## config.mk

```make
export PLATFORM = sky130hd
export DESIGN_NAME = trmx_ctl
export DESIGN_NICKNAME = d
export VERILOG_FILES = /design/src/rtl/trmx_pkg.sv /design/src/rtl/trmx_ctl.sv
export SDC_FILE = /design/constraint.sdc
export NUM_CORES = 1
export LEC_CHECK = 0
export BUFFER_PORTS_ARGS = -buffer_cell sky130_fd_sc_hd__buf_2
export CORE_MARGIN = 2
export CORE_UTILIZATION = 43
export CTS_BUF_LIST = sky130_fd_sc_hd__clkbuf_8 sky130_fd_sc_hd__clkbuf_16
export DETAILED_ROUTE_END_ITERATION = 6
export PLACE_DENSITY_LB_ADDON = 0.08
export SYNTH_ARGS = -nofsm -noshare
export SYNTH_HDL_FRONTEND = slang
export SYNTH_SLANG_ARGS = --single-unit
```

## constraint.sdc

```tcl
create_clock -name clk -period 1.05 [get_ports clk]
set_input_delay 0.1575 -clock clk [delete_from_list [all_inputs] [get_ports clk]]
set_output_delay 0.1575 -clock clk [all_outputs]
set_load 0.01 [all_outputs]
```

## src/rtl/trmx_pkg.sv

```systemverilog
`timescale 1ns / 1ps
`default_nettype none
package trmx_pkg;

	typedef logic signed [13:0] trig_t;
	typedef logic [10:0] dim_t;
	typedef logic signed [31:0] word_t;

	localparam int FRAC_BITS = 12;
	localparam int CENTER_SHIFT = 3;
	localparam int TRANS_SHIFT = 4;
	localparam logic signed [15:0] FX_ONE = 16'sd4096;

	// Divider: quotient bits resolved per stage and number of stages
	localparam int DIV_STEPS = 2;
	localparam int DIV_STAGES = 12;
	localparam int QUO_W = DIV_STAGES * DIV_STEPS;

	// Input register, divider stages, product stage, output stage
	localparam int NUM_STAGES = DIV_STAGES + 3;

	typedef logic [QUO_W-1:0] quo_t;
	typedef logic [NUM_STAGES-1:0] stage_vec_t;

	typedef struct packed {
		trig_t sine;
		trig_t cosine;
		word_t shift_s;
		word_t shift_t;
		dim_t  tex_width;
		dim_t  tex_height;
		logic  wid_zero;
		logic  hgt_zero;
	} side_t;

endpackage
`default_nettype wire

```

## src/rtl/trmx_ctl.sv

```systemverilog
`timescale 1ns / 1ps
`default_nettype none
module trmx_ctl (
	input  wire logic                 clk,
	input  wire logic                 arst_n,
	input  wire logic                 in_valid,
	input  wire logic                 out_ready,
	output trmx_pkg::stage_vec_t      en,
	output logic                      in_ready,
	output logic                      out_valid
);

	trmx_pkg::stage_vec_t vld_q;
	trmx_pkg::stage_vec_t vld_d;

	// A stage loads when it is empty or its word moves on
	always_comb begin
		en[trmx_pkg::NUM_STAGES-1] = !vld_q[trmx_pkg::NUM_STAGES-1] || out_ready;
		for (int k = trmx_pkg::NUM_STAGES - 2; k >= 0; k--) begin
			en[k] = !vld_q[k] || en[k+1];
		end
	end

	assign vld_d = {vld_q[trmx_pkg::NUM_STAGES-2:0], in_valid};

	always_ff @(posedge clk or negedge arst_n) begin
		if (!arst_n) begin
			vld_q <= '0;
		end else begin
			vld_q <= (en & vld_d) | (~en & vld_q);
		end
	end

	assign in_ready  = en[0];
	assign out_valid = vld_q[trmx_pkg::NUM_STAGES-1];

endmodule
`default_nettype wire

```

# Word level (Yosys, flattened, before mapping)
# Index checks and enable logic that the tools add are counted.
# word_totals
elab_cells	35
input_bits	4
ff_bits	15
# op_classes
n_reduce_logical	30
bitwise	4
# op_table
op	count
bitwise AND 15 bit	2
zero test 1 bit	15
logical OR 1 bit	15
inverter 15 bit	1
OR 15 bit	1

# Depth between registers and ports, before layout
# logic_depth
ltp_word	19
ltp_mapped	5

# Worst setup path before layout
# Ideal clock, no wire load.
# synth_timing
kind	register -> output
start	register (tool-made name)
end	output port en[1]
stages_incl_launch_ff	4
t_required_ps	892
t_arrival_ps	1128
path_buffers	0
setup_slack_ps	-236
path_cell_list	dfrtp_1 nand4b_4 nor4_4 nand2_1
# synth_lines
element	line	source
to (decl)	trmx_ctl.sv:8	output trmx_pkg::stage_vec_t en,

==> results.sh <==
export IMPL_peakVddDrop_v=0.00171
export IMPL_fill_cells=103
export IMPL_routed_via_density=4.87
export IMPL_yosysTopAreaCell="dfrtp_1"
export IMPL_wl_per_cell_um=12.9
export IMPL_clock_fmax_mhz=668
export IMPL_grt_max_degree=16
export IMPL_status="finished, violations left"
export IMPL_hp_class="in -> reg"
export IMPL_dp_hpwl_mm=1.04
export IMPL_dpl_instance_area_um2=970
export IMPL_timing_slew_headroom_pct=76.9
export IMPL_synthesis_nets=65
export IMPL_avgSynthCellArea_um2=11.4
export IMPL_r2r_cells=4
export IMPL_netlist_area_um2=697
export IMPL_start_util_pct=46.3
export IMPL_maxCapViolCount=0
export IMPL_cts_root_buffer_cell="clkbuf_8"
export IMPL_crit_fanout=5
export IMPL_ant_nets=0
export IMPL_yosysSeqAreaShare_pct=53.9
export IMPL_clkTransAtPathRegs_ps=60
export IMPL_fp_dieH_um=44.3
export IMPL_grt_overflow_total=0
export IMPL_hp_start="in_valid"
export IMPL_required_ps=890
export IMPL_hold_viol_final=0
export IMPL_grt_pass1_vias=603
export IMPL_synth_seq_cells=15
export IMPL_totalWireLength_mm=1.64
export IMPL_use_met2_pct=31.8
export IMPL_top_level_ports=21
export IMPL_min_period_ps=1500
export IMPL_core_mm2=0.00151
export IMPL_grt_use_total_pct=19.8
export IMPL_area_growth_pct=71.1
export IMPL_post_route_period_util_pct=143
export IMPL_critPathLaunchType="flip-flop"
export IMPL_cts_tree="done"
export IMPL_htree_levels=1
export IMPL_tightest_slew_ps=347
export IMPL_first_iter_violations=0
export IMPL_final_core_util_pct=79.2
export IMPL_rrSetupSlack_ps=-170
export IMPL_power_total_mw=1.91
export IMPL_crit_buf_inv=1
export IMPL_first_pass_iters=1
export IMPL_syn_inst=61
export IMPL_synth_cell_types=24
export IMPL_io_buffer_count=20
export IMPL_dieArea_mm2=0.00196
export IMPL_synth_ff_type="dfrtp_1"
export IMPL_antenna_found_initial=0
export IMPL_timing_worst_setup_path_type="reg -> out"
export IMPL_ys_warn_count=0
export IMPL_yosys_top_cells_area="dfrtp_1 (54%), a21o_1 (5.4%), nand2_1 (3.8%)"
export IMPL_async_reset_ff_share_pct=100
export IMPL_nNetsFinal=116
export IMPL_clock_skew_ps=2.83
export IMPL_yosysMostFrequentCell="dfrtp_1"
export IMPL_use_met1_pct=23.5
export IMPL_place_congestion=0.734
export IMPL_synth_top_area_share_pct=53.9
export IMPL_insertion_delay_ps=250
export IMPL_critPathArrivalTime_ps=1340
export IMPL_diodes=0
export IMPL_placed_cells=114
export IMPL_holdPathStages=2
export IMPL_cts_buffers=3
export IMPL_setup_slack_ps=-447
export IMPL_yosys_top_cells_count="dfrtp_1 (15), nand2_1 (7), a21o_1 (5)"
export IMPL_clock_sinks=15
export IMPL_slew_violations=0
export IMPL_critical_path_top_delay_family="simple AND/OR/NAND/NOR gates"
export IMPL_cp_end_kind="output port"
export IMPL_stdcell_count=127
export IMPL_grtUsageMet3_pct=4.90
export IMPL_drc=0
export IMPL_synth_edf_count=0
export IMPL_setup_violations_final=30
export IMPL_path_cells="nand2_2 > nor4_4 > nand2_1 > buf_2"
export IMPL_rsz0062_at_grt="true"
export IMPL_drive_gt1_share_pct=66.7
export IMPL_die_w_um=44.3
export IMPL_finalInstanceArea_mm2=0.00119
export IMPL_violations="negative setup slack"
export IMPL_grt_pass1_wl_mm=2.64
export IMPL_vias=619
export IMPL_num_rows=14
export IMPL_cpPeakStageDelay_ps=410
export IMPL_clock_tree_buffer_depth=2
export IMPL_power_density_mw_per_mm2=1600
export IMPL_crit_slowest_cell="dfrtp_1"
export IMPL_grt_busiest_layer="met2"
export IMPL_leakage_nw=0.566
## through the flow
step,TNS [ps],setup WS [ps],hold slack [ps]
global placement,-2490,-163,79.9
detailed placement,-2620,-160,83.9
CTS,-7020,-429,100
floorplan,-1280,-103,-138
finish,-7800,-447,97.3
global route,-9910,-565,106
## layout by cell type, fill, tap and decap left out, drive strengths merged
cell type	n
nand4b	1
and3	1
nor4	1
clkbuf	3
nand2	7
nand3	4
and4	1
or2b	1
nand2b	2
dfrtp	15
nand3b	1
and2	1
nor2	4
a41o	1
nor3	1
inv	4
dlygate4sd3	1
nand4	3
clkinv	1
buf	47
a21o	5
or2	3
a31o	3
## worst reg2reg max path, cell delays in order (launching register included)
cell and delay [ps]:
dfrtp_1 410, nand2_2 100, nor4_4 350, buf_4 170, a31o_1 130
## worst max-delay path by stage
stage / start / endpoint / slack [ps] / cells after the start
finish: flip-flop / en[2] / -450 / 4
global route: flip-flop / en[2] / -560 / 4
CTS: flip-flop / en[2] / -430 / 4
detailed placement: flip-flop / en[2] / -160 / 4
global placement: flip-flop / in_ready / -160 / 5
floorplan: flip-flop / en[3] / -100 / 3
## final cells by class
cell class / instances / area (um^2) / area share [%]
Clock inverter: 1 / 5.00 / 0.420
Timing Repair Buffer: 48 / 370 / 31.1
Sequential cell: 15 / 378 / 31.7
Clock buffer: 3 / 41.3 / 3.46
Multi-Input combinational cell: 40 / 363 / 30.4
Tap cell: 16 / 20.0 / 1.68
Inverter: 4 / 15.0 / 1.26
## where the power goes
part | switching, mW | total, mW | internal (mW) | leakage, nW
registers | 0.0760 | 0.728 | 0.652 | 0.164
logic | 0.320 | 0.715 | 0.396 | 0.377
clock network | 0.207 | 0.470 | 0.263 | 0.0255
## layer usage
metal	vias up	share of wire, %
li1	313	-
met1	287	43
met2	15	51
met3	4	4.1
met4	0	2.6
met5	-	0
## logic make-up (layout without fill, tap and decap cells)
logic type             Yosys count  count (layout)  share of synthesized area, %
flip-flops                      15              15                          53.9
AO/OA/AOI/OAI                    9               9                          10.6
buffers and inverters            6              56                          3.95
AND/OR/NAND/NOR                 31              31                          31.6
## what timing repair did
action	4_1_cts	5_1_grt
setup endpoints to repair	28	30
setup buffers	3	6
hold buffers	1	0
pin swaps	2	9
gates resized for setup	9	15
endpoints found under the hold margin	15	0
Note: power is estimated with default switching activity, not from simulation.
