--- config.mk ---
export PLATFORM = sky130hd
export DESIGN_NAME = trmx_mac
export DESIGN_NICKNAME = d
export VERILOG_FILES = /design/src/rtl/trmx_pkg.sv /design/src/rtl/trmx_mac.sv
export SDC_FILE = /design/constraint.sdc
export NUM_CORES = 2
export LEC_CHECK = 0
export BUFFER_PORTS_ARGS = -buffer_cell sky130_fd_sc_hd__buf_2
export CELL_PAD_IN_SITES_DETAIL_PLACEMENT = 2
export CELL_PAD_IN_SITES_GLOBAL_PLACEMENT = 2
export CORE_UTILIZATION = 45
export DETAILED_ROUTE_END_ITERATION = 8
export GPL_TIMING_DRIVEN = 0
export PLACE_DENSITY_LB_ADDON = 0.15
export SLEW_MARGIN = 15
export SYNTH_ARGS = -nofsm -noshare
export SYNTH_HDL_FRONTEND = slang
export SYNTH_SLANG_ARGS = --single-unit
export TNS_END_PERCENT = 50
--- constraint.sdc ---
create_clock -name clk -period 21.9 [get_ports clk]
set_clock_uncertainty 0.15 [all_clocks]
set_input_delay 4.38 -clock clk [delete_from_list [all_inputs] [get_ports clk]]
set_output_delay 4.38 -clock clk [all_outputs]
set_load 0.1 [all_outputs]
--- src/rtl/trmx_pkg.sv ---
`timescale 1ns / 1ps
`default_nettype none
package trmx_pkg;

	typedef logic signed [13:0] trig_t;
	typedef logic [10:0] dim_t;
	typedef logic signed [31:0] word_t;

	localparam int FRAC_BITS = 12;
	localparam int CENTER_SHIFT = 3;
	localparam int TRANS_SHIFT = 4;
	localparam logic signed [15:0] FX_ONE = 16'sd4096;

	// Divider: quotient bits resolved per stage and number of stages
	localparam int DIV_STEPS = 2;
	localparam int DIV_STAGES = 12;
	localparam int QUO_W = DIV_STAGES * DIV_STEPS;

	// Input register, divider stages, product stage, output stage
	localparam int NUM_STAGES = DIV_STAGES + 3;

	typedef logic [QUO_W-1:0] quo_t;
	typedef logic [NUM_STAGES-1:0] stage_vec_t;

	typedef struct packed {
		trig_t sine;
		trig_t cosine;
		word_t shift_s;
		word_t shift_t;
		dim_t  tex_width;
		dim_t  tex_height;
		logic  wid_zero;
		logic  hgt_zero;
	} side_t;

endpackage
`default_nettype wire

--- src/rtl/trmx_mac.sv ---
`timescale 1ns / 1ps
`default_nettype none
module trmx_mac (
	input  wire logic           clk,
	input  wire logic [1:0]     en,
	input  trmx_pkg::side_t     side,
	input  trmx_pkg::quo_t      ratio_hw,
	input  trmx_pkg::quo_t      ratio_wh,
	output trmx_pkg::trig_t     diag_term,
	output trmx_pkg::word_t     upper_off_term,
	output trmx_pkg::word_t     lower_off_term,
	output trmx_pkg::word_t     trans_s_term,
	output trmx_pkg::word_t     trans_t_term
);

	trmx_pkg::quo_t     rhw;
	trmx_pkg::quo_t     rwh;
	logic signed [15:0] ctr_a;
	logic signed [15:0] ctr_b;
	logic signed [38:0] mul_up;
	logic signed [38:0] mul_lo;
	logic signed [27:0] mul_a;
	logic signed [27:0] mul_b;
	logic signed [43:0] mul_ts;
	logic signed [43:0] mul_tt;

	trmx_pkg::trig_t cos_s14;
	trmx_pkg::word_t prod_up_s14;
	trmx_pkg::word_t prod_lo_s14;
	trmx_pkg::word_t prod_a_s14;
	trmx_pkg::word_t prod_b_s14;
	trmx_pkg::word_t prod_ts_s14;
	trmx_pkg::word_t prod_tt_s14;
	trmx_pkg::word_t neg_up;

	// Zero divisor gives a zero ratio
	assign rhw = side.wid_zero ? '0 : ratio_hw;
	assign rwh = side.hgt_zero ? '0 : ratio_wh;

	assign ctr_a = trmx_pkg::FX_ONE - side.sine - side.cosine;
	assign ctr_b = side.sine - side.cosine + trmx_pkg::FX_ONE;

	assign mul_up = side.sine * $signed({1'b0, rhw});
	assign mul_lo = side.sine * $signed({1'b0, rwh});
	assign mul_a  = ctr_a * $signed({1'b0, side.tex_width});
	assign mul_b  = ctr_b * $signed({1'b0, side.tex_height});
	assign mul_ts = side.shift_s * $signed({1'b0, side.tex_width});
	assign mul_tt = side.shift_t * $signed({1'b0, side.tex_height});

	always_ff @(posedge clk) begin
		if (en[0]) begin
			cos_s14     <= side.cosine;
			prod_up_s14 <= mul_up[31:0];
			prod_lo_s14 <= mul_lo[31:0];
			prod_a_s14  <= 32'(mul_a);
			prod_b_s14  <= 32'(mul_b);
			prod_ts_s14 <= mul_ts[31:0];
			prod_tt_s14 <= mul_tt[31:0];
		end
	end

	assign neg_up = -prod_up_s14;

	always_ff @(posedge clk) begin
		if (en[1]) begin
			diag_term      <= cos_s14;
			upper_off_term <= neg_up >>> trmx_pkg::FRAC_BITS;
			lower_off_term <= prod_lo_s14 >>> trmx_pkg::FRAC_BITS;
			trans_s_term   <= (prod_a_s14 <<< trmx_pkg::CENTER_SHIFT)
				- (prod_ts_s14 <<< trmx_pkg::TRANS_SHIFT);
			trans_t_term   <= (prod_b_s14 <<< trmx_pkg::CENTER_SHIFT)
				+ (prod_tt_s14 <<< trmx_pkg::TRANS_SHIFT);
		end
	end

endmodule
`default_nettype wire

# After elaboration in Yosys (flattened, before gate mapping)
# Index checks and enable logic that the tools add are counted.
word_totals:
  word_cells: 27
  reg_bits: 308
  input_bits: 167
classes:
  add_sub_neg: 7
  n_mul: 6
  n_mux: 2
ops:
  columns: ["cell", "n"]
  rows:
  - ["14-bit by 25-bit multiplier with 32-bit output", 2]
  - ["32-bit by 12-bit multiplier with 28-bit output", 2]
  - ["16-bit by 12-bit multiplier with 28-bit output", 2]
  - ["24-bit 2-to-1 mux", 2]
  - ["31-bit by 32-bit adder with 32-bit output", 1]
  - ["32-bit negation", 1]
  - ["31-bit by 32-bit subtractor with 32-bit output", 1]
  - ["15-bit by 14-bit adder with 16-bit output, second input constant", 1]
  - ["15-bit by 14-bit subtractor with 16-bit output", 1]
  - ["14-bit by 14-bit subtractor with 15-bit output", 1]
  - ["14-bit by 14-bit subtractor with 15-bit output, first input constant", 1]

# Depth between registers and ports, before layout
logic_depth:
  depth_word: 3
  depth_mapped: 37
  mapped_depth_nobuf: 35

# Least setup slack after synthesis
# OpenSTA, ideal clock, no wires.
synth_path:
  kind: "input-to-reg"
  start: "input side[105] (netlist bit)"
  end: "register prod_b_s14[26], data pin"
  t_required_ps: 21616
  arrival_ps: 12130
  path_slack_ps: 9485
  cell_stages: 32
  path_cell_list: "clkbuf_1 -> clkbuf_1 -> inv_1 -> ha_1 -> inv_1 -> ha_1 -> nor2b_1 -> o21ai_1 -> a21boi_1 -> o21ai_1 -> a21boi_1 -> o21ai_1 -> a21oi_1 -> a211o_1 -> a311oi_1 -> clkbuf_1 -> o21ai_0 -> fa_1 -> inv_1 -> fa_1 -> fa_1 -> fa_1 -> inv_1 -> fa_1 -> inv_1 -> ha_1 -> and3_1 -> a2111oi_0 -> nand2b_1 -> a21oi_1 -> or4_1 -> nand3_1"
synth_between:
  elab_chain_cells: 3
synth_lines:
  columns: ["element", "line_no", "rtl"]
  rows:
  - ["start, declared", "trmx_mac.sv:6", "input trmx_pkg::side_t side,"]
  - ["14-bit by 14-bit subtractor with 15-bit output", "trmx_mac.sv:41", "assign ctr_b = side.sine - side.cosine + trmx_pkg::FX_ONE;"]
  - ["15-bit by 14-bit adder with 16-bit output", "trmx_mac.sv:41", null]
  - ["16-bit by 12-bit multiplier with 28-bit output", "trmx_mac.sv:46", "assign mul_b = ctr_b * $signed({1'b0, side.tex_height});"]
  - ["net mul_b[26]", "trmx_mac.sv:23", "logic signed [27:0] mul_b;"]
  - ["end signal, assigned", "trmx_mac.sv:56", "prod_b_s14 <= 32'(mul_b);"]
  - ["end, declared", "trmx_mac.sv:31", "trmx_pkg::word_t prod_b_s14;"]
# The timed path passes the listed nets, and every way through them passes these cells.
# A chain may end at the register's enable or synchronous reset.

# Worst setup path in the final report
layout_path:
  start: "input side[105] (netlist bit)"
  end: "register prod_b_s14[23], data pin"
# The elaborated chain is that of the path after synthesis.

==> flow_summary.ini <==
[synthesis]
synth_ff_type = edfxtp_1
synth_top_area_share_pct = 38.7
avgSynthCellArea_sq_um = 9.40
netlist_area_sq_um = 61500
ys_warn_count = 0
ys_top_cells_by_area = fa_1, edfxtp_1, ha_1
synth-seq-cells = 290
async_flop_share_pct = 0
seq_area_frac_synth_pct = 14.2
synth_edf_count = 290
synthCells = 6541
synth_top_area_cell = fa_1
synth.distinct_cells = 75

[clock_network]
cts_root_buf = clkbuf_16
cts_hold_buffers = 0
cts_buffers = 40
clock-sinks = 290
cts_tree = yes
cts.reportedPaths.clkPinSlew_ns = 0.06
cts_buffer_depth = 3
ctsResizeCount = 0
clk_latency_ns = 0.63
h-tree-depth = 2
cts_setup_buffers = 0

[die]
die-area_sq_um = 138000
chipHeight_um = 372
rows = 135
core-area_sq_um = 135000
ios = 309
die_width_um = 372
start_util_pct = 45.4

[worst_setup_path]
crit_path_max_fanout = 10
reg2reg_slack_ns = 17.79
cp_data_required_time_ns = 22.07
crit_path_end_kind = flop
cpPeakStageDelay_ns = 0.93
path_class = in2reg
critical_path.slowest_cell = a311oi_1
startpoint_type = input port
crit_arrival_ns = 15.23
cpMostUsedCell = inv_1

[run]
maxCapViolCount = 0

[drt]
remaining_drc_errors = 0
ant_nets = 0
drt_wl_total_um = 213000
vias_per_cell = 5.37
dr.pass1.iters = 7
drt-initial-drc-count = 2124
num_vias = 46600
wire_per_inst_um = 24.6

[final_layout]
drive_gt1_share_pct = 5.61
nNetsFinal = 8761
final_util_pct = 49.1
area_delta_synth_final_pct = 8.08
final_common_cell = inv_1
stdcell_count = 8681
most-common-layout-cells = inv_1, fa_1, nand2_1

[placement]
place.port_buffers = 279
place.gp.congestion = 0.897
dp_cells = 8609
dpl.hpwl_um = 179000

[outcome]
outcome = finished, final reports clean

[global_route]
grt_max_degree = 94
overflow = 0
grt_pass1_wl_um = 330000
antenna_found_initial = 15
grt_usage_pct = 31.8
grt_pass1_vias = 56100

[sta]
hold_viol = 0
slew-limit-headroom_pct = 14.3
rsz0062_at_grt = no
setup_viol = 0
layout_min_cycle_time_ns = 15.06
tightest_slew_ns = 1.29
drv_slew = 0
fmax_mhz = 66.4
post-route-period-util_pct = 68.8
fin_tns_setup_ns = 0

[hold_path]
hold_class = reg2reg
[cells in the mapped netlist (4+ instances only)]
master and n:
nor4_1 8, o31ai_1 10, edfxtp_1 290, or2_2 7, or3_1 16, a21boi_1 6
nand4_1 5, a211o_1 9, a221o_1 4, xor2_1 69, a21o_1 72, nor2_1 132
and3_1 18, nor3_1 36, fa_1 1187, nand2_1 885, and2_1 615, o41ai_1 5
o311a_1 5, a21oi_1 134, a2111oi_0 9, nor2b_1 84, o211ai_1 9, clkbuf_1 284
o21ai_1 13, xnor2_1 224, ha_1 537, a221oi_1 4, o21ai_0 88, nand2b_1 70
a211oi_1 11, inv_1 1479, o21a_1 46, nand3_1 37, o21bai_1 22, buf_4 30
a31oi_1 14
[kinds of logic after synthesis]
logic type	share of synthesized area, %
and+or+nand+nor	15.7
buffers and inverters	11.2
adders and majority gates	49.6
AOI/OAI and AO/OA	5.23
xor gates and xnor gates	4.17
DFF	14.2
other	0.00610
[area by class of cell]
| cell class | instances | area [sq um] |
|---|---|---|
| clock buffers | 52 | 1070 |
| repair buffers | 282 | 1500 |
| plain buffers | 318 | 1320 |
| clock inverters | 19 | 154 |
| inverters | 1479 | 5550 |
| fillers | 14700 | 69000 |
| well taps | 1781 | 2230 |
| multi-input cells | 4459 | 45900 |
| flip-flops and latches | 290 | 8710 |
| diodes | 1 | 2.50 |
[per-stage QoR]
step	area, sq um	hold slack, ns	worst slack, ns
after global routing	66400	0.272	6.35
after floorplan	61500	0.250	9.49
after CTS	66400	0.268	7.00
after detailed placement	65200	0.255	6.37
final	66400	0.269	6.84
after global placement	65100	0.252	6.82
[worst paths after layout]
check / end / depth (start not counted) / start
worst max register to register: trans_t_term[31]$_DFFE_PP_ / 11 / prod_b_s14[2]$_DFFE_PP_
worst min register to register: lower_off_term[11]$_DFFE_PP_ / 0 / prod_lo_s14[23]$_DFFE_PP_
worst min-delay path: lower_off_term[11]$_DFFE_PP_ / 0 / prod_lo_s14[23]$_DFFE_PP_
worst max-delay path: prod_b_s14[23]$_DFFE_PP_ / 33 / side[105]
[state kept, by name, summed over array words and instances (netlist names)]
| name | cells |
|---|---|
| prod_a_s14 | 28 |
| prod_up_s14 | 32 |
| upper_off_term | 20 |
| diag_term | 14 |
| prod_ts_s14 | 28 |
| trans_s_term | 29 |
| prod_tt_s14 | 28 |
| prod_b_s14 | 28 |
| trans_t_term | 29 |
| prod_lo_s14 | 20 |
| cos_s14 | 14 |
| lower_off_term | 20 |
[routing by layer]
| metal | GRT usage, % | part of all wire, % | vias up |
|---|---|---|---|
| li1 | - | - | 20200 |
| met1 | 37.8 | 39 | 24700 |
| met2 | 57.7 | 52 | 1201 |
| met3 | 3.86 | 4.4 | 465 |
| met4 | 13.6 | 4.8 | 12 |
| met5 | 0 | 0.041 | - |
[worst max-delay path, delay by kind of cell]
kind            cells  cell delay [ns]
compound gates     12             3.20
fa+ha+maj           7             3.29
xor+xnor            1             0.58
simple gates        4             0.89
buf+inv             9             2.87
Power is not shown: default switching activity piles up to over one toggle a cycle in this logic, so the estimate is an artifact.
