--- config.mk ---
export PLATFORM = sky130hd
export DESIGN_NAME = trmx_div
export DESIGN_NICKNAME = d
export VERILOG_FILES = /design/src/rtl/trmx_pkg.sv /design/src/rtl/trmx_div.sv
export SDC_FILE = /design/constraint.sdc
export NUM_CORES = 1
export LEC_CHECK = 0
export BUFFER_PORTS_ARGS = -buffer_cell sky130_fd_sc_hd__buf_2
export CORE_ASPECT_RATIO = 1.75
export CORE_UTILIZATION = 60
export CTS_BUF_LIST = sky130_fd_sc_hd__clkbuf_8
export DETAILED_ROUTE_END_ITERATION = 12
export MAX_ROUTING_LAYER = met4
export PLACE_DENSITY = 0.77
export RECOVER_POWER = 50
export SLEW_MARGIN = 0
export SYNTH_ARGS = -nofsm -noshare
export SYNTH_HDL_FRONTEND = slang
export SYNTH_SLANG_ARGS = --single-unit
--- constraint.sdc ---
create_clock -name clk -period 7.95 [get_ports clk]
set_clock_uncertainty 0.05 [all_clocks]
set_input_delay 0 -clock clk [delete_from_list [all_inputs] [get_ports clk]]
set_output_delay 0 -clock clk [all_outputs]
set_load 0.005 [all_outputs]
--- src/rtl/trmx_pkg.sv ---
`timescale 1ns / 1ps
`default_nettype none
package trmx_pkg;

	typedef logic signed [13:0] trig_t;
	typedef logic [10:0] dim_t;
	typedef logic signed [31:0] word_t;

	localparam int FRAC_BITS = 12;
	localparam int CENTER_SHIFT = 3;
	localparam int TRANS_SHIFT = 4;
	localparam logic signed [15:0] FX_ONE = 16'sd4096;

	// Divider: quotient bits resolved per stage and number of stages
	localparam int DIV_STEPS = 2;
	localparam int DIV_STAGES = 12;
	localparam int QUO_W = DIV_STAGES * DIV_STEPS;

	// Input register, divider stages, product stage, output stage
	localparam int NUM_STAGES = DIV_STAGES + 3;

	typedef logic [QUO_W-1:0] quo_t;
	typedef logic [NUM_STAGES-1:0] stage_vec_t;

	typedef struct packed {
		trig_t sine;
		trig_t cosine;
		word_t shift_s;
		word_t shift_t;
		dim_t  tex_width;
		dim_t  tex_height;
		logic  wid_zero;
		logic  hgt_zero;
	} side_t;

endpackage
`default_nettype wire

--- src/rtl/trmx_div.sv ---
`timescale 1ns / 1ps
`default_nettype none
module trmx_div (
	input  wire logic                              clk,
	input  wire logic [trmx_pkg::DIV_STAGES-1:0]   en,
	input  trmx_pkg::dim_t                         num,
	input  trmx_pkg::dim_t                         den,
	output trmx_pkg::quo_t                         quo
);

	trmx_pkg::dim_t rem_s [trmx_pkg::DIV_STAGES];
	trmx_pkg::quo_t acc_s [trmx_pkg::DIV_STAGES];
	trmx_pkg::dim_t den_s [trmx_pkg::DIV_STAGES];

	for (genvar g = 0; g < trmx_pkg::DIV_STAGES; g++) begin : g_stage
		trmx_pkg::dim_t rem_in;
		trmx_pkg::quo_t acc_in;
		trmx_pkg::dim_t den_in;
		trmx_pkg::dim_t rem_nx;
		trmx_pkg::quo_t acc_nx;
		logic [11:0]    trial;

		if (g == 0) begin : g_first
			// Numerator is num shifted up by the fraction bits
			assign rem_in = '0;
			assign acc_in = trmx_pkg::quo_t'({num, {trmx_pkg::FRAC_BITS{1'b0}}});
			assign den_in = den;
		end else begin : g_next
			assign rem_in = rem_s[g-1];
			assign acc_in = acc_s[g-1];
			assign den_in = den_s[g-1];
		end

		// Restoring steps: shift in a numerator bit, subtract when it fits
		always_comb begin
			rem_nx = rem_in;
			acc_nx = acc_in;
			trial  = '0;
			for (int i = 0; i < trmx_pkg::DIV_STEPS; i++) begin
				trial  = {rem_nx, acc_nx[trmx_pkg::QUO_W-1]};
				acc_nx = {acc_nx[trmx_pkg::QUO_W-2:0], 1'b0};
				if (trial >= {1'b0, den_in}) begin
					rem_nx    = 11'(trial - {1'b0, den_in});
					acc_nx[0] = 1'b1;
				end else begin
					rem_nx = trial[10:0];
				end
			end
		end

		always_ff @(posedge clk) begin
			if (en[g]) begin
				rem_s[g] <= rem_nx;
				acc_s[g] <= acc_nx;
				den_s[g] <= den_in;
			end
		end
	end

	assign quo = acc_s[trmx_pkg::DIV_STAGES-1];

endmodule
`default_nettype wire

Word level (Yosys, flattened, before mapping):

Memory sizes are Yosys's and may differ from the RTL's.
Cells that the tools add are included.

* add/subtract/negate cells: 24
* $lt $le $gt $ge: 24
* mux-type cells: 72

Operators with widths (number)
* $ge A12 B11 Y1: 23
* $mux W11: 24
* $sub A11 B11 Y11: 23
* $mux W1: 48
* $ge A1 B11 Y1 const A: 1
* $sub A1 B11 Y11 const A: 1

* flip-flop bits (word level): 0
* memory bits (writable): 552
* input bits: 35
* memories: 3

Memory list
* acc_s: depth 12, bits a word 24, rd ports 12, clocked after Yosys merged registers in 0, write ports 12, RTL line trmx_div.sv:12 `trmx_pkg::quo_t acc_s [trmx_pkg::DIV_STAGES];`
* den_s: depth 12, bits a word 11, rd ports 11, clocked after Yosys merged registers in 0, write ports 12, RTL line trmx_div.sv:13 `trmx_pkg::dim_t den_s [trmx_pkg::DIV_STAGES];`
* rem_s: depth 12, bits a word 11, rd ports 11, clocked after Yosys merged registers in 0, write ports 12, RTL line trmx_div.sv:11 `trmx_pkg::dim_t rem_s [trmx_pkg::DIV_STAGES];`

Depth between registers and ports, before layout:

Gate-level depths: netlist of the first run.
An unclocked memory read counts as a cell.

* depth after elaboration: 5
* mapped depth: 23
* mapped depth without buffers: 21

Worst setup path after synthesis of the first run:

No wires, ideal clock.

* path kind: flip-flop to flip-flop
* start: mem den_s[6][0] (netlist name)
* end: mem rem_s[7][2] (netlist name), data pin
* setup time: 0.260 ns
* data arrival time: 4.443 ns
* data required time: 7.640 ns
* setup slack: 3.196 ns
* stages on the path, launching flop included: 20
* period minus slack after synthesis: 4.754 ns
* path through: edfxtp_1 fa_1 nand2b_1 a211o_1 a31oi_1 o21ai_0 nand2_2 buf_6 nor2_1 a21oi_1 ha_1 and2_2 a311o_2 o31ai_4 o211ai_2 o21a_1 o21a_1 a2111o_1 buf_6 mux2_4

RTL lines (RTL line)
* start, declared: trmx_div.sv:13
* end, declared: trmx_div.sv:11

==> impl_results.md, run 1 <==
- Outcome: finished, violations left
- Failing checks: max-capacitance violations, max-slew violations
- Slew HR: -0.498
- Layout cells sized above 1: 0.123
- Final Max Tran Viols: roughly 210
- Port bufs: slightly below 60
- Min-Delay Path Class: in -> reg
- Initial DRC count: around 900
- Setup TNS Final: 0 ps
- Cts repair resizes: 0
- Critical Path Sink Type: flop
- Ys async rst share: 0
- Critical path startpoint category: flop
- Syn. warnings: 0
- CTS clk-pin slew, worst paths: 60 ps
- RR Startpoint: den_s[5][0]
- Crit path max fanout: 18
- Initial antenna violation count: 1
- Initial core utilization: 0.611
- #FFs+latches synth: 428
- Seq/Total Area, Yosys: 0.482
- Syn nets: roughly 2,600
- Cts bufs inserted: 59
- Final Hold Viols: 0
- IO Pins: 59
- Largest net degree at the start of global routing: 45
- Hold EP: den_s[0][6]
- Post-synth EDFFs: around 430
- Synth unique cells: 74
- FF-to-FF path depth: 17
- Syn_area_per_cell: 11.3 sq um
- Chip width: about 160 microns
- Tmin final: 5460 ps
- Total of max-cap violations: 6
- RSZ-0062 raised after global routing: false
- Final setup viols: 0
- Data required, critical path: ~8300 ps
- Grt ovf: 0
- Hold WS: about 110 ps
- Antenna violation net count after detailed routing: 0
- Hold Crit Depth: 2
- WL per Instance: 18.7 microns
- Routed WL: between 50 and 60 mm
- Die height: around 280 microns
- FF-to-FF setup slack: 2490 ps
- CP arrival: just under 6000 ps
- CTS tree: done
- Clk sinks: about 430
- Detailed Routing Iterations Pass 1: 7
- Fmax: 0.183 GHz
- H-tree depth: 2
- Actual slew at the worst max-slew pin: 2250 ps
- CP max stage cell: edfxtp_1
- Die Area: between 40,000 and 50,000 sq um
- Clock buffer depth: 3
- GRT Total Usage: 0.268
- Delay of the slowest critical-path stage: approximately 500 ps
- Residual DRC count: 0
- Setup Crit Path Kind: reg -> reg
- Vias in the first global route: approximately 19,000
- Final nets: about 2,800
- Synth Instances: between 2,000 and 2,500
- Crit path cell chain: fa_1 -> nand2b_1 -> a211oi_1 -> o31ai_1 -> a21o_1 -> inv_1 -> nor2_1 -> a21oi_1 -> ha_1 -> and2_1 -> a311o_1 -> o31ai_1 -> o21ai_0 -> o31ai_1 -> o211ai_1 -> buf_4 -> mux2_2
- Most frequent CP cell: o31ai_1
- Placement Rows: approximately 100
- Syn-to-layout area delta: 8.75%
- Via density: 5.86
- Min-delay src: den[6]
- Worst-Skew Late Latency: around 700 ps
- Root Driver: clkbuf_8
- R2R Path End: rem_s[6][8]
- Dpl hpwl: ~45 mm
- Mapped Area: 26,600 sq um
- Via count: 18,051
- Ys flop type: edfxtp_1
- Crit share post-route: 0.687
- Global-route wire length before repair: 92.3 mm
- Core area: between 40,000 and 50,000 sq um
- Global placement routability congestion: about 0.94
- Filler instances: 3,302
-- worst max path at each step --
stage,cells past startpoint,startpoint,to,slack (ps)
floorplan,19,den_s[6][0],rem_s[7][2],3200
global placement,17,den_s[9][0],rem_s[10][10],2550
detailed placement,17,den_s[5][0],rem_s[6][8],2460
CTS,17,den_s[5][0],rem_s[6][8],2420
global route,18,den_s[5][0],rem_s[6][10],2110
finish,17,den_s[5][0],rem_s[6][8],2490
-- cell families after synthesis --
family,Yosys count,synth area share
fa+ha+maj,264,0.129
flops,428,0.482
mux,148,0.0641
xor+xnor,151,0.0496
simple gates,568,0.106
compound gates,506,0.125
buf+inv,283,0.0448
-- what timing repair did --
item                                   4_1_cts  5_1_grt
hold buffers                                48        0
setup buffers                                0        0
endpoints found under the hold margin      395        0
-- cells in the final DEF, fill, tap and decap left out, drive strengths merged, types with 47 or more instances in the layout --
cell type,Yosys,layout
nand2,66,66
nor2,207,207
inv,230,243
xnor2,109,109
nor2b,47,47
nor3,57,57
clkbuf,17,77
dlygate4sd3,0,48
ha,247,247
o21ai,109,109
mux2,132,132
a21oi,156,156
edfxtp,428,428
-- metrics by stage --
step	setup slack [ps]	utilization	instance area [sq um]	instances
2_1_floorplan	3200	-	26600	2348
5_1_grt	2110	0.665	29000	3081
4_1_cts	2420	0.665	29000	3080
6_report	2490	0.665	29000	3081
3_5_place_dp	2460	0.627	27300	2922
3_3_place_gp	2550	0.627	27300	2922
-- area by class of cell --
class / instances / area (sq um) / share of cell area
Inverter: 230 / 863 / 0.0298
Timing Repair Buffer: 109 / 771 / 0.0266
Sequential cell: 428 / 12900 / 0.444
Tap cell: 566 / 708 / 0.0244
Antenna cell: 1 / 2.50 / 0.0000864
Clock buffer: 59 / 812 / 0.0280
Multi-Input combinational cell: 1637 / 12600 / 0.435
Clock inverter: 51 / 368 / 0.0127
-- critical path: cells and delay by family, from the launching register on --
family / cells / cell delay, ps
compound gates: 9 / 2550
fa+ha+maj: 2 / 760
buf+inv: 2 / 620
flops: 1 / 510
mux: 1 / 290
simple gates: 3 / 430
-- cells in the mapped netlist (19+ instances only) --
library cell | number | area share
a211oi_1 | 19 | 0.0054
a21o_1 | 44 | 0.012
a21oi_1 | 154 | 0.029
buf_4 | 25 | 0.0070
edfxtp_1 | 428 | 0.48
ha_1 | 247 | 0.12
inv_1 | 229 | 0.032
mux2_2 | 116 | 0.049
nand2_1 | 64 | 0.0090
nand2b_1 | 27 | 0.0063
nand3_1 | 34 | 0.0064
nand4_1 | 29 | 0.0068
nor2_1 | 207 | 0.029
nor2b_1 | 47 | 0.011
nor3_1 | 57 | 0.011
o21a_1 | 29 | 0.0082
o21ai_0 | 108 | 0.020
or3_1 | 24 | 0.0056
xnor2_1 | 109 | 0.036
xor2_1 | 42 | 0.014
-- registers in the layout, indices dropped and copies added (netlist names) --
signal and flops:
acc_s 186, den_s 121, rem_s 121
-- layer usage --
metal | up-vias | GRT usage | routed length [microns]
met4 | 0 | 0.149 | 3290
met2 | 358 | 0.541 | 33400
met5 | - | - | 0
li1 | 8858 | - | -
met3 | 158 | 0.0252 | 1460
met1 | 8677 | 0.234 | 19600
Power of run 1 is not shown: default switching activity piles up to over one toggle a cycle in this logic, so the estimate is an artifact.
==> run 2, diff against run 1 <==
CORE_UTILIZATION = 59   (was 60)
PLACE_DENSITY = 0.79   (was 0.77)
clock period = 4.69 ns   (was 7.95 ns; I/O delays follow)
==> run 2 against run 1 <==
The run ends with max-capacitance violations, max-slew violations, negative setup slack left; register-to-register slack worse by 2600 ps; final cell count up 7.1%; design area is 7.8% higher; non-clock buffer count increased by 216; via count is 7.7% higher; flip-flop and latch count did not move; critical path depth grew 3; critical endpoint is now rem_s[10][7].
==> impl_results.md, run 2 (synthesis gave the netlist of run 1 again) <==
- H-tree depth: 2 (unchanged)
- Crit share post-route: 1.03 (+0.342)
- Failing checks: max-capacitance violations, max-slew violations, negative setup slack
- Largest registers: acc_s: 186 flops, den_s: 121 flops, rem_s: 121 flops
- Initial DRC count: 987 (+10%)
- Setup Crit Path Kind: reg -> reg
- Most common cell after layout, fill and taps aside: edfxtp_1
- IO Pins: 59 (unchanged)
- Largest net degree at the start of global routing: 45 (unchanged)
- Post-layout worst setup margin: -137 ps (-2620 ps)
- Cts bufs inserted: 59 (unchanged)
- Reg with most FFs: acc_s
- Initial antenna violation count: 1 (unchanged)
- CTS tree: done
- Min-Delay Path Class: in -> reg
- Crit path cell chain: fa_2 -> nand2b_4 -> a211o_1 -> a31oi_1 -> o21ai_1 -> nand2_2 -> buf_6 -> buf_6 -> nor2_2 -> a21oi_2 -> ha_1 -> or2_4 -> o31a_1 -> o41ai_4 -> o211ai_1 -> o21a_1 -> o21a_1 -> a2111o_1 -> buf_8 -> mux2_4
- RSZ-0062 raised after global routing: true
- Die Area: 46,000 sq um (+1.7%)
- Fmax: 0.207 GHz (+13%)
- Clock buffer depth: 3 (unchanged)
- Data required, critical path: 5040 ps (-3250 ps)
- Port bufs: 58 (unchanged)
- CP max stage cell: edfxtp_1
- Placement Rows: 102 (+0.99%)
- Delay of the slowest critical-path stage: 450 ps (-60 ps)
- Final nets: 2,981 (+7.9%)
- Layout cells sized above 1: 0.226 (+0.103)
- Syn-to-layout area delta: 17.2%
- Core area: 44,400 sq um (+1.9%)
- Die height: 283 microns (+0.84%)
- Final Max Tran Viols: 78 (-64%)
- Total of max-cap violations: 2 (-4)
- Via count: 19,434 (+7.7%)
- Commonest non-fill, non-tap cells in the layout: edfxtp_1 (428), inv_1 (238), ha_1 (223)
- Residual DRC count: 0 (unchanged)
- CTS clk-pin slew, worst paths: 80 ps (+20 ps)
- Critical Path Sink Type: flop
- Dpl hpwl: 51.6 mm (+15%)
- Global-route wire length before repair: 101 mm (+9.9%)
- Vias in the first global route: 20,243 (+6.5%)
- Global placement routability congestion: 0.970 (+3.7%)
- GRT Total Usage: 0.297 (+0.0293)
- Detailed Routing Iterations Pass 1: 5 (-2)
- Chip width: 163 microns (+0.83%)
- Filler instances: 3,201 (-3.1%)
- Routed WL: 67.6 mm (+17%)
- Final setup viols: 9 (+9)
- Slew HR: -0.636 (-0.138)
- FF-to-FF path depth: 20 (+3)
- DP Worst Slack: -207 ps (-2670 ps)
- Antenna violation net count after detailed routing: 0 (unchanged)
- CP arrival: 5180 ps (-620 ps)
- Initial core utilization: 0.600 (-0.0112)
- Actual slew at the worst max-slew pin: 2450 ps (+207 ps)
- Clk sinks: 428 (unchanged)
- Hold Crit Depth: 2 (unchanged)
- WL per Instance: 20.5 microns (+9.3%)
- Outcome: finished, violations left
- Root Driver: clkbuf_8
- Final Hold Viols: 0 (unchanged)
- Via density: 5.89 (+0.52%)
- Tmin final: 4830 ps (-637 ps)
- Worst-Skew Late Latency: 650 ps (-30 ps)
- Largest register FFs: 186 (unchanged)
- Crit path max fanout: 6 (-12)
- Grt ovf: 0 (unchanged)
- Critical path startpoint category: flop
-- run 2: cell count changes in the layout (fill, tap and decap cells not counted), moves of 11 or more --
cell           delta
ha_1             -24
a21oi_1          -20
buf_6            +13
o21ai_1          +16
ha_4             +18
a21oi_2          +18
o21ai_0          -19
dlygate4sd3_1    -11
buf_4           +187
-- run 2: per-stage QoR --
stage                     utilization  TNS, ps  area [sq um]  cells  hold WS [ps]
after floorplan                     -        0         26600   2348          48.9
after global placement          0.646    -1860         28700   3103           128
after detailed placement        0.646    -4150         28700   3103           128
after CTS                       0.683    -5.75         30400   3253          2.11
after global routing            0.703    -6800         31200   3300          14.4
final                           0.703    -1000         31200   3300          43.2
-- run 2: critical path, delay by kind of cell, from the launching register on --
kind / cells / cell delay (ps)
AOI/OAI and AO/OA: 10 / 2050
adders and majority gates: 2 / 710
buffers and inverters: 3 / 440
DFF: 1 / 450
muxes: 1 / 300
and+or+nand+nor: 4 / 580
-- run 2: area by class of cell --
class,count,area (sq um),share of cell area
multi-input combinational,1638,13200,0.422
clock buffer,59,812,0.0260
sequential,428,12900,0.412
tap,572,716,0.0229
clock inverter,47,339,0.0109
antenna,1,2.50,0.0000801
inverter,230,866,0.0277
timing repair buffer,325,2460,0.0789
-- run 2: timing repair --
action | in CTS | in global routing
endpoints found under the hold margin | 379 | 0
pin swaps | 5 | 53
gates cloned | 0 | 6
endpoints found under the setup margin | 54 | 110
resized for setup | 24 | 133
buffers inserted | 7 | 40
hold buffers | 37 | 0
-- run 2: path summary, 6_finish.rpt --
path,startpoint,end,slack (ps)
max,den_s[9][0],rem_s[10][7],-140
min,num[2],acc_s[0][16],40
min reg2reg,acc_s[1][30],acc_s[1][56],350
max reg2reg,den_s[9][0],rem_s[10][7],-140
-- run 2: per-layer routing --
metal  GRT usage  vias to the layer above  wire length (microns)
li1            -                     9329                      -
met1       0.234                     9223                  20500
met2       0.571                      557                  37900
met3      0.0381                      325                   2150
met4       0.260                        0                   7020
met5           -                        -                      0
Power of run 2 is left out for the same reason.
